### src/sv/twiddle_gain_tuner_defines.svh
// ----------------------------------------------------------------------------
// twiddle gain tuner assertion macros
// shared concurrent assertion forms, clocked on i_clk, held off in reset
// ----------------------------------------------------------------------------
`ifndef TWIDDLE_GAIN_TUNER_DEFINES_SVH
`define TWIDDLE_GAIN_TUNER_DEFINES_SVH

// property that holds at every edge
`define TWG_ASSERT_ALWAYS(lbl, expr, msg) \
    lbl: assert property (@(posedge i_clk) disable iff (!i_rst_n) (expr)) \
        else $error(msg);

// property checked in the same cycle as its trigger
`define TWG_ASSERT_SAME(lbl, ante, cons, msg) \
    lbl: assert property (@(posedge i_clk) disable iff (!i_rst_n) (ante) |-> (cons)) \
        else $error(msg);

// property checked in the cycle after its trigger
`define TWG_ASSERT_NEXT(lbl, ante, cons, msg) \
    lbl: assert property (@(posedge i_clk) disable iff (!i_rst_n) (ante) |=> (cons)) \
        else $error(msg);

`endif

### src/sv/twg_pkg.sv
// ----------------------------------------------------------------------------
// twiddle gain tuner package
// constants, register indexes, shared types and arithmetic helpers
// ----------------------------------------------------------------------------
`timescale 1ns / 1ps
`default_nettype none

package twg_pkg;

    localparam logic [7:0]  ROUND_LEN      = 8'd100;
    localparam logic [15:0] MAX_ROUNDS     = 16'd1000;
    localparam logic [33:0] STEP_TOLERANCE = 34'd13107;

    localparam logic [30:0] RST_INIT_STEP = 31'd65536;
    localparam logic [15:0] RST_GROW      = 16'd18022;
    localparam logic [15:0] RST_SHRINK    = 16'd14746;

    typedef enum logic [3:0] {
        CFG_INIT_GAIN_P = 4'd0,
        CFG_INIT_GAIN_I = 4'd1,
        CFG_INIT_GAIN_D = 4'd2,
        CFG_INIT_STEP_P = 4'd3,
        CFG_INIT_STEP_I = 4'd4,
        CFG_INIT_STEP_D = 4'd5,
        CFG_GROW        = 4'd6,
        CFG_SHRINK      = 4'd7
    } t_cfg_idx;

    typedef struct packed {
        logic [2:0][31:0] init_gain;
        logic [2:0][30:0] init_step;
        logic [15:0]      grow;
        logic [15:0]      shrink;
    } t_cfg;

    typedef struct packed {
        logic [31:0] gain_p;
        logic [31:0] gain_i;
        logic [31:0] gain_d;
        logic        tuning_active;
        logic        round_ended;
    } t_result;

    // clamp a 35-bit two's complement value to signed 32 bits
    function automatic logic [31:0] sat_gain(input logic [34:0] v);
        logic [31:0] r;
        if (v[34:31] != {4{v[34]}}) begin
            r = v[34] ? 32'h8000_0000 : 32'h7FFF_FFFF;
        end else begin
            r = v[31:0];
        end
        return r;
    endfunction

    function automatic logic [31:0] gain_add(input logic [31:0] g, input logic [31:0] s);
        return sat_gain({{3{g[31]}}, g} + {3'b000, s});
    endfunction

    function automatic logic [31:0] gain_sub2(input logic [31:0] g, input logic [31:0] s);
        return sat_gain({{3{g[31]}}, g} - {2'b00, s, 1'b0});
    endfunction

    // step * factor in Q2.14, truncated and clamped to 32 bits
    function automatic logic [31:0] scale_step(input logic [31:0] s, input logic [15:0] f);
        logic [47:0] p;
        logic [31:0] r;
        p = {16'b0, s} * {32'b0, f};
        if (p[47:46] != 2'b00) begin
            r = '1;
        end else begin
            r = p[45:14];
        end
        return r;
    endfunction

    function automatic logic can_run(input logic [31:0] s0, input logic [31:0] s1,
                                     input logic [31:0] s2, input logic [15:0] rounds);
        logic [33:0] sum;
        sum = {2'b00, s0} + {2'b00, s1} + {2'b00, s2};
        return (sum > STEP_TOLERANCE) && (rounds < MAX_ROUNDS);
    endfunction

endpackage

`default_nettype wire

### src/sv/twg_cfg_regs.sv
// ----------------------------------------------------------------------------
// twiddle gain tuner configuration registers
// write-only register file; any write to a defined index requests a search restart
// ----------------------------------------------------------------------------
`timescale 1ns / 1ps
`default_nettype none

module twg_cfg_regs import twg_pkg::*; (
    input  logic        i_clk,
    input  logic        i_rst_n,
    input  logic        i_wr_en,
    input  logic [3:0]  i_idx,
    input  logic [31:0] i_data,
    output t_cfg        o_cfg,
    output logic        o_restart
);

    t_cfg r_cfg, n_cfg;
    logic r_restart, n_restart;

    always_comb begin
        n_cfg     = r_cfg;
        n_restart = 1'b0;
        if (i_wr_en) begin
            n_restart = 1'b1;
            case (i_idx)
                CFG_INIT_GAIN_P: n_cfg.init_gain[0] = i_data;
                CFG_INIT_GAIN_I: n_cfg.init_gain[1] = i_data;
                CFG_INIT_GAIN_D: n_cfg.init_gain[2] = i_data;
                CFG_INIT_STEP_P: n_cfg.init_step[0] = i_data[30:0];
                CFG_INIT_STEP_I: n_cfg.init_step[1] = i_data[30:0];
                CFG_INIT_STEP_D: n_cfg.init_step[2] = i_data[30:0];
                CFG_GROW:        n_cfg.grow         = i_data[15:0];
                CFG_SHRINK:      n_cfg.shrink       = i_data[15:0];
                default:         n_restart          = 1'b0;
            endcase
        end
    end

    always_ff @(posedge i_clk) begin
        if (!i_rst_n) begin
            r_cfg.init_gain <= '0;
            r_cfg.init_step <= {3{RST_INIT_STEP}};
            r_cfg.grow      <= RST_GROW;
            r_cfg.shrink    <= RST_SHRINK;
            r_restart       <= 1'b0;
        end else begin
            r_cfg     <= n_cfg;
            r_restart <= n_restart;
        end
    end

    assign o_cfg     = r_cfg;
    assign o_restart = r_restart;

endmodule

`default_nettype wire

### src/sv/twg_core.sv
// ----------------------------------------------------------------------------
// twiddle gain tuner core
// per-sample error accumulation and coordinate descent over three gains
// ----------------------------------------------------------------------------
`timescale 1ns / 1ps
`default_nettype none
`include "twiddle_gain_tuner_defines.svh"

module twg_core import twg_pkg::*; (
    input  logic        i_clk,
    input  logic        i_rst_n,
    input  logic        i_restart,
    input  t_cfg        i_cfg,
    input  logic        i_adv,
    input  logic [31:0] i_sample,
    output t_result     o_result
);

    logic [31:0] r_gain [3];
    logic [31:0] n_gain [3];
    logic [31:0] r_step [3];
    logic [31:0] n_step [3];
    logic [2:0]  r_first, n_first;
    logic [1:0]  r_idx, n_idx;
    logic [7:0]  r_cnt, n_cnt;
    logic [39:0] r_sum, n_sum;
    logic [39:0] r_best, n_best;
    logic        r_base, n_base;
    logic [15:0] r_rounds, n_rounds;

    logic        run;
    logic        ended;
    logic        better;
    logic [32:0] mag;
    logic [39:0] acc;
    logic [7:0]  cnt_inc;
    logic [1:0]  nx;
    logic [31:0] scaled;

    always_comb begin
        for (int k = 0; k < 3; k++) begin
            n_gain[k] = r_gain[k];
            n_step[k] = r_step[k];
        end
        n_first  = r_first;
        n_idx    = r_idx;
        n_cnt    = r_cnt;
        n_sum    = r_sum;
        n_best   = r_best;
        n_base   = r_base;
        n_rounds = r_rounds;
        ended    = 1'b0;

        run     = can_run(r_step[0], r_step[1], r_step[2], r_rounds);
        nx      = (r_idx == 2'd2) ? 2'd0 : r_idx + 2'd1;
        mag     = i_sample[31] ? 33'd0 - {i_sample[31], i_sample} : {1'b0, i_sample};
        acc     = r_sum + {7'd0, mag};
        cnt_inc = r_cnt + 8'd1;
        better  = acc < r_best;
        scaled  = scale_step(r_step[r_idx], better ? i_cfg.grow : i_cfg.shrink);

        if (i_adv && run) begin
            n_sum = acc;
            n_cnt = cnt_inc;
            if (cnt_inc >= ROUND_LEN) begin
                ended = 1'b1;
                n_cnt = '0;
                n_sum = '0;
                if (!r_base) begin
                    n_base        = 1'b1;
                    n_best        = acc;
                    n_gain[r_idx] = gain_add(r_gain[r_idx], r_step[r_idx]);
                end else begin
                    if (r_rounds != 16'hFFFF) begin
                        n_rounds = r_rounds + 16'd1;
                    end
                    if (better) begin
                        n_best         = acc;
                        n_step[r_idx]  = scaled;
                        n_first[r_idx] = 1'b1;
                        n_idx          = nx;
                        n_gain[nx]     = gain_add(r_gain[nx], r_step[nx]);
                    end else if (r_first[r_idx]) begin
                        n_gain[r_idx]  = gain_sub2(r_gain[r_idx], r_step[r_idx]);
                        n_first[r_idx] = 1'b0;
                    end else begin
                        n_gain[r_idx]  = gain_add(r_gain[r_idx], r_step[r_idx]);
                        n_step[r_idx]  = scaled;
                        n_first[r_idx] = 1'b1;
                        n_idx          = nx;
                        n_gain[nx]     = gain_add(r_gain[nx], r_step[nx]);
                    end
                end
            end
        end

        o_result.gain_p        = n_gain[0];
        o_result.gain_i        = n_gain[1];
        o_result.gain_d        = n_gain[2];
        o_result.tuning_active = can_run(n_step[0], n_step[1], n_step[2], n_rounds);
        o_result.round_ended   = ended;
    end

    always_ff @(posedge i_clk) begin
        if (!i_rst_n) begin
            for (int k = 0; k < 3; k++) begin
                r_gain[k] <= '0;
                r_step[k] <= {1'b0, RST_INIT_STEP};
            end
            r_first  <= '1;
            r_idx    <= '0;
            r_cnt    <= '0;
            r_sum    <= '0;
            r_best   <= '1;
            r_base   <= 1'b0;
            r_rounds <= '0;
        end else if (i_restart) begin
            for (int k = 0; k < 3; k++) begin
                r_gain[k] <= i_cfg.init_gain[k];
                r_step[k] <= {1'b0, i_cfg.init_step[k]};
            end
            r_first  <= '1;
            r_idx    <= '0;
            r_cnt    <= '0;
            r_sum    <= '0;
            r_best   <= '1;
            r_base   <= 1'b0;
            r_rounds <= '0;
        end else begin
            for (int k = 0; k < 3; k++) begin
                r_gain[k] <= n_gain[k];
                r_step[k] <= n_step[k];
            end
            r_first  <= n_first;
            r_idx    <= n_idx;
            r_cnt    <= n_cnt;
            r_sum    <= n_sum;
            r_best   <= n_best;
            r_base   <= n_base;
            r_rounds <= n_rounds;
        end
    end

    `TWG_ASSERT_ALWAYS(a_cnt_range, (r_cnt < ROUND_LEN), "sample count past round length")
    `TWG_ASSERT_SAME(a_end_run, o_result.round_ended, (i_adv && run), "stray round end")
    `TWG_ASSERT_NEXT(a_round_clears, (!i_restart && ended), (~|{r_cnt, r_sum}), "round not reset")
    `TWG_ASSERT_NEXT(a_best_down, (r_base && !i_restart), (r_best <= $past(r_best)), "best grew")
    `TWG_ASSERT_NEXT(a_idle_hold, (!i_adv && !i_restart), $stable({r_sum, r_idx, r_cnt}), "idle drift")

endmodule

`default_nettype wire

### src/sv/twiddle_gain_tuner.sv
// ----------------------------------------------------------------------------
// twiddle gain tuner
// tunes p, i and d gains by twiddle coordinate descent on error samples
// ----------------------------------------------------------------------------
// Each error sample transfer produces one result: the three gains after that
// sample, whether tuning is still running and whether the sample closed an
// evaluation round. The block takes one sample every clock cycle when the
// result side keeps up; each sample passes through the input register, then
// the result register. The whole per-sample update, including the one 32x16
// step scaling multiply at a round end, is combinational logic between those
// two registers. A configuration write to a defined index is registered in
// the configuration registers and then restarts the search from the written
// starting gains and steps.
// ----------------------------------------------------------------------------
`timescale 1ns / 1ps
`default_nettype none

module twiddle_gain_tuner import twg_pkg::*; (
    input  logic               i_clk,
    input  logic               i_rst_n,
    input  logic               i_valid,
    output logic               o_ready,
    input  logic signed [31:0] i_error_sample,
    output logic               o_valid,
    input  logic               i_ready,
    output logic signed [31:0] o_gain_p,
    output logic signed [31:0] o_gain_i,
    output logic signed [31:0] o_gain_d,
    output logic               o_tuning_active,
    output logic               o_round_ended,
    input  logic               i_cfg_wr_en,
    input  logic [3:0]         i_cfg_idx,
    input  logic [31:0]        i_cfg_data
);

    t_cfg    cfg;
    logic    restart;
    t_result result;
    logic    adv;

    logic        r_in_valid;
    logic [31:0] r_in_sample;
    logic        r_out_valid;
    t_result     r_out;

    twg_cfg_regs u_cfg (
        .i_clk     (i_clk),
        .i_rst_n   (i_rst_n),
        .i_wr_en   (i_cfg_wr_en),
        .i_idx     (i_cfg_idx),
        .i_data    (i_cfg_data),
        .o_cfg     (cfg),
        .o_restart (restart)
    );

    twg_core u_core (
        .i_clk     (i_clk),
        .i_rst_n   (i_rst_n),
        .i_restart (restart),
        .i_cfg     (cfg),
        .i_adv     (adv),
        .i_sample  (r_in_sample),
        .o_result  (result)
    );

    assign adv     = r_in_valid && (!r_out_valid || i_ready);
    assign o_ready = !r_in_valid || adv;

    always_ff @(posedge i_clk) begin
        if (!i_rst_n) begin
            r_in_valid  <= 1'b0;
            r_out_valid <= 1'b0;
        end else begin
            if (o_ready) begin
                r_in_valid <= i_valid;
            end
            if (adv) begin
                r_out_valid <= 1'b1;
            end else if (i_ready) begin
                r_out_valid <= 1'b0;
            end
        end
    end

    // payload registers
    always_ff @(posedge i_clk) begin
        if (i_valid && o_ready) begin
            r_in_sample <= i_error_sample;
        end
        if (adv) begin
            r_out <= result;
        end
    end

    assign o_valid         = r_out_valid;
    assign o_gain_p        = $signed(r_out.gain_p);
    assign o_gain_i        = $signed(r_out.gain_i);
    assign o_gain_d        = $signed(r_out.gain_d);
    assign o_tuning_active = r_out.tuning_active;
    assign o_round_ended   = r_out.round_ended;

endmodule

`default_nettype wire
### config.mk
export PLATFORM = sky130hd
export DESIGN_NAME = twiddle_gain_tuner
export DESIGN_NICKNAME = d
export VERILOG_FILES = /design/src/sv/twg_pkg.sv /design/src/sv/twg_cfg_regs.sv /design/src/sv/twg_core.sv /design/src/sv/twiddle_gain_tuner.sv
export VERILOG_INCLUDE_DIRS = /design/src /design/src/sv
export SDC_FILE = /design/constraint.sdc
export NUM_CORES = 2
export LEC_CHECK = 0
export BUFFER_PORTS_ARGS = -buffer_cell sky130_fd_sc_hd__buf_2
export CAP_MARGIN = 40
export CORE_MARGIN = 1.5
export CORE_UTILIZATION = 31
export CTS_BUF_LIST = sky130_fd_sc_hd__clkbuf_8 sky130_fd_sc_hd__clkbuf_16
export DETAILED_ROUTE_END_ITERATION = 8
export SYNTH_ARGS = -nofsm -noshare
export SYNTH_HDL_FRONTEND = slang
export SYNTH_SLANG_ARGS = --single-unit
### constraint.sdc
create_clock -name i_clk -period 39.8 [get_ports i_clk]
set_clock_uncertainty 0.15 [all_clocks]
set_input_delay 7.96 -clock i_clk [delete_from_list [all_inputs] [get_ports i_clk]]
set_output_delay 7.96 -clock i_clk [all_outputs]
set_load 0.05 [all_outputs]
==> flow_summary.json <==
{
  "reg2reg_depth": 75,
  "slowest_delay_ns": 0.72,
  "nFillCells": 22500,
  "cts.clk_slew.worst_paths_ns": 0.07,
  "p_leak_uw": 0.0310,
  "drc": 0,
  "tritoncts": "yes",
  "min_delay_path_depth": 2,
  "place_ws_ns": 18.61,
  "drtIter0Drc": 8814,
  "setup_violations": 0,
  "grt_max_degree": 83,
  "critPathKind": "reg -> reg",
  "drv_slew": 0,
  "postCtsSetupBuffers": 0,
  "crit_path_end": "o_tuning_active$_DFFE_PP_",
  "rows": 169,
  "area_growth_pct": 12.6,
  "async_flop_share_pct": 0,
  "synthDominantCellAreaShare_pct": 14.5,
  "period_share_pct": 54.0,
  "finalSetupTns_ns": 0,
  "first_global_vias": 64300,
  "clock-root-buffer": "clkbuf_16",
  "core_mm2": 0.213,
  "die_y_um": 466,
  "io_pins": 173,
  "drt-total-wl_um": 328000,
  "worst_slack_ns": 18.30,
  "reg2reg_from": "r_in_sample[2]$_DFFE_PP_",
  "required_ns": 40.11,
  "critPathLaunch": "r_in_sample[2]$_DFFE_PP_",
  "peakVddDrop_mv": 0.0966,
  "yosysUniqueCellTypes": 111,
  "hold_violations": 0,
  "synth_edf_count": 322,
  "dr.pass1.iters": 8,
  "place_congestion": 1.07,
  "fmax_ghz": 0.0465,
  "postRouteAntennaNets": 0,
  "path_common_cell": "fa_1",
  "ys.flop_type": "dfxtp_1",
  "drive_gt1_share_pct": 8.58,
  "syn_inst": 8491,
  "wl_per_cell_um": 28.2,
  "cts_max_level": 3,
  "track_usage_pct": 29.3,
  "cp.arrival_ns": 21.81,
  "cts_repair_resize_count": 0,
  "cts_buffer_depth": 3,
  "antenna_found_initial": 24,
  "ys_seq_area_share_pct": 24.6,
  "startpoint_type": "flop",
  "numCtsBuffers": 76,
  "die_area_mm2": 0.218,
  "regToRegEndpoint": "o_tuning_active$_DFFE_PP_",
  "syn_area_per_cell_um2": 7.84,
  "status": "finished clean",
  "powerDensity_mw_per_mm2": 55.3,
  "worstPathMaxFanout": 33,
  "syn_area_mm2": 0.0666,
  "vias_per_cell": 5.85,
  "cap_viol_max_count": 0,
  "tightest_slew_ns": 1.03,
  "reg2reg_slack_ns": 18.30,
  "hpwlAfterDp_um": 248000,
  "period_needed_ns": 21.50,
  "hold_buffers": 0,
  "vias": 68000,
  "start_util_pct": 31.3,
  "crit_path_end_kind": "flop",
  "rsz0062_at_grt": "no",
  "synth_warnings": 0,
  "synth_area_leader_cell": "edfxtp_1",
  "cts_sinks": 658,
  "ys_ff_latch": 658,
  "numPortBuffers": 172,
  "clkLatencyLatePin_ns": 0.73,
  "num-nets-final": 9642,
  "synth_area_leaders": "edfxtp_1 15%, fa_1 13%, dfxtp_1 10%",
  "min_path_type": "reg -> reg",
  "die_x_um": 466,
  "timing.hold.ws_ns": 0.301,
  "crit_slowest_cell": "mux2i_2",
  "grt_overflow": 0,
  "slew_headroom_pct": 31.1,
  "grt_first_pass_wirelength_um": 465000
}
## where the power goes
part | switching (µW) | internal [µW]
clock network | 335 | 420
logic | 1790 | 819
registers | 38.0 | 738
total | 2160 | 1980
## cell families after synthesis
kind of cell             share of synthesized area (%)
XOR/XNOR                                          3.51
multiplexers                                      2.42
adder cells (fa/ha/maj)                           20.7
flip-flops                                        24.6
buffers and inverters                             6.71
AND/OR/NAND/NOR                                   19.3
AO/OA/AOI/OAI                                     22.8
other                                           0.0113
## cells in the final DEF (no fill, tap or decap), drive strengths merged, types with 322 or more instances in the layout
master,Yosys,final
ha,419,419
o21ai,613,613
edfxtp,322,322
a21oi,716,716
nor2,763,763
dfxtp,336,336
fa,425,425
nand2,1557,1557
buf,98,470
inv,629,661
## per-stage QoR
stage	cells	total power [µW]	utilization, %	area [µm²]
after floorplan	8682	2070	-	67300
after global routing	11600	4350	35.2	74900
final	11600	4140	35.2	75000
after detailed placement	11500	3300	34.0	72300
after CTS	11600	4070	35.2	74900
after global placement	11400	3220	33.6	71500
## state kept, by name, summed over array words and instances (netlist names), 32 cells and up, named ones only
name           count
o_gain_i          32
u_core.r_step     96
u_core.r_sum      40
u_cfg.o_cfg      221
u_core.r_gain     96
o_gain_p          32
r_in_sample       32
u_core.r_best     40
o_gain_d          32
## synth_stat cells, types with 50 or more instances
library cell and n:
xor2_1 85, a21oi_1 714, a21o_1 137, o31ai_1 82, dfxtp_1 336, ha_1 419, xnor2_1 182, mux2i_1 153
o21ai_0 575, fa_1 425, o21a_1 68, a211oi_1 108, o211ai_1 71, nor3_1 125, edfxtp_1 322, a31oi_1 106
nor2_1 763, nand2b_1 50, inv_1 624, nand3_1 209, clkbuf_1 395, nand2_1 1556
## layer usage
metal / wire length, µm / global-route usage [%] / share of wire (%)
met5: 137 / 0 / 0.042
met4: 22000 / 16.9 / 6.7
met3: 37400 / 7.85 / 11
met1: 136000 / 39.5 / 42
met2: 132000 / 41.9 / 40
## worst min path at each step
stage	endpoint	start
after floorplan	u_cfg.o_cfg[128]$_SDFFE_PN0P_	u_cfg.o_cfg[128]$_SDFFE_PN0P_
after global placement	u_cfg.o_cfg[208]$_SDFFE_PN0P_	u_cfg.o_cfg[208]$_SDFFE_PN0P_
after detailed placement	u_cfg.o_cfg[208]$_SDFFE_PN0P_	u_cfg.o_cfg[208]$_SDFFE_PN0P_
after CTS	u_cfg.o_cfg[216]$_SDFFE_PN0P_	u_cfg.o_cfg[216]$_SDFFE_PN0P_
after global routing	u_cfg.o_cfg[126]$_SDFFE_PN0P_	u_cfg.o_cfg[126]$_SDFFE_PN0P_
final	u_cfg.o_cfg[131]$_SDFFE_PN0P_	u_cfg.o_cfg[131]$_SDFFE_PN0P_
## layout make-up
cell class | instances | area [µm²] | share of cell area, %
well taps | 2821 | 3530 | 4.71
inverters | 639 | 2420 | 3.22
clock inverters | 54 | 470 | 0.628
flip-flops and latches | 658 | 16400 | 21.9
repair buffers | 472 | 3270 | 4.37
multi-input cells | 6878 | 46700 | 62.3
diodes | 15 | 37.5 | 0.0501
clock buffers | 87 | 2120 | 2.83
## worst max-delay path, delay by kind of cell (launching register included)
kind            cells  cell delay (ns)
flops               1             0.42
buf+inv             6             1.05
fa+ha+maj          11             4.62
simple gates       25             5.76
compound gates     29             8.04
xor+xnor            3             0.39
mux                 1             0.72
Power figures use the tool's default switching activity.
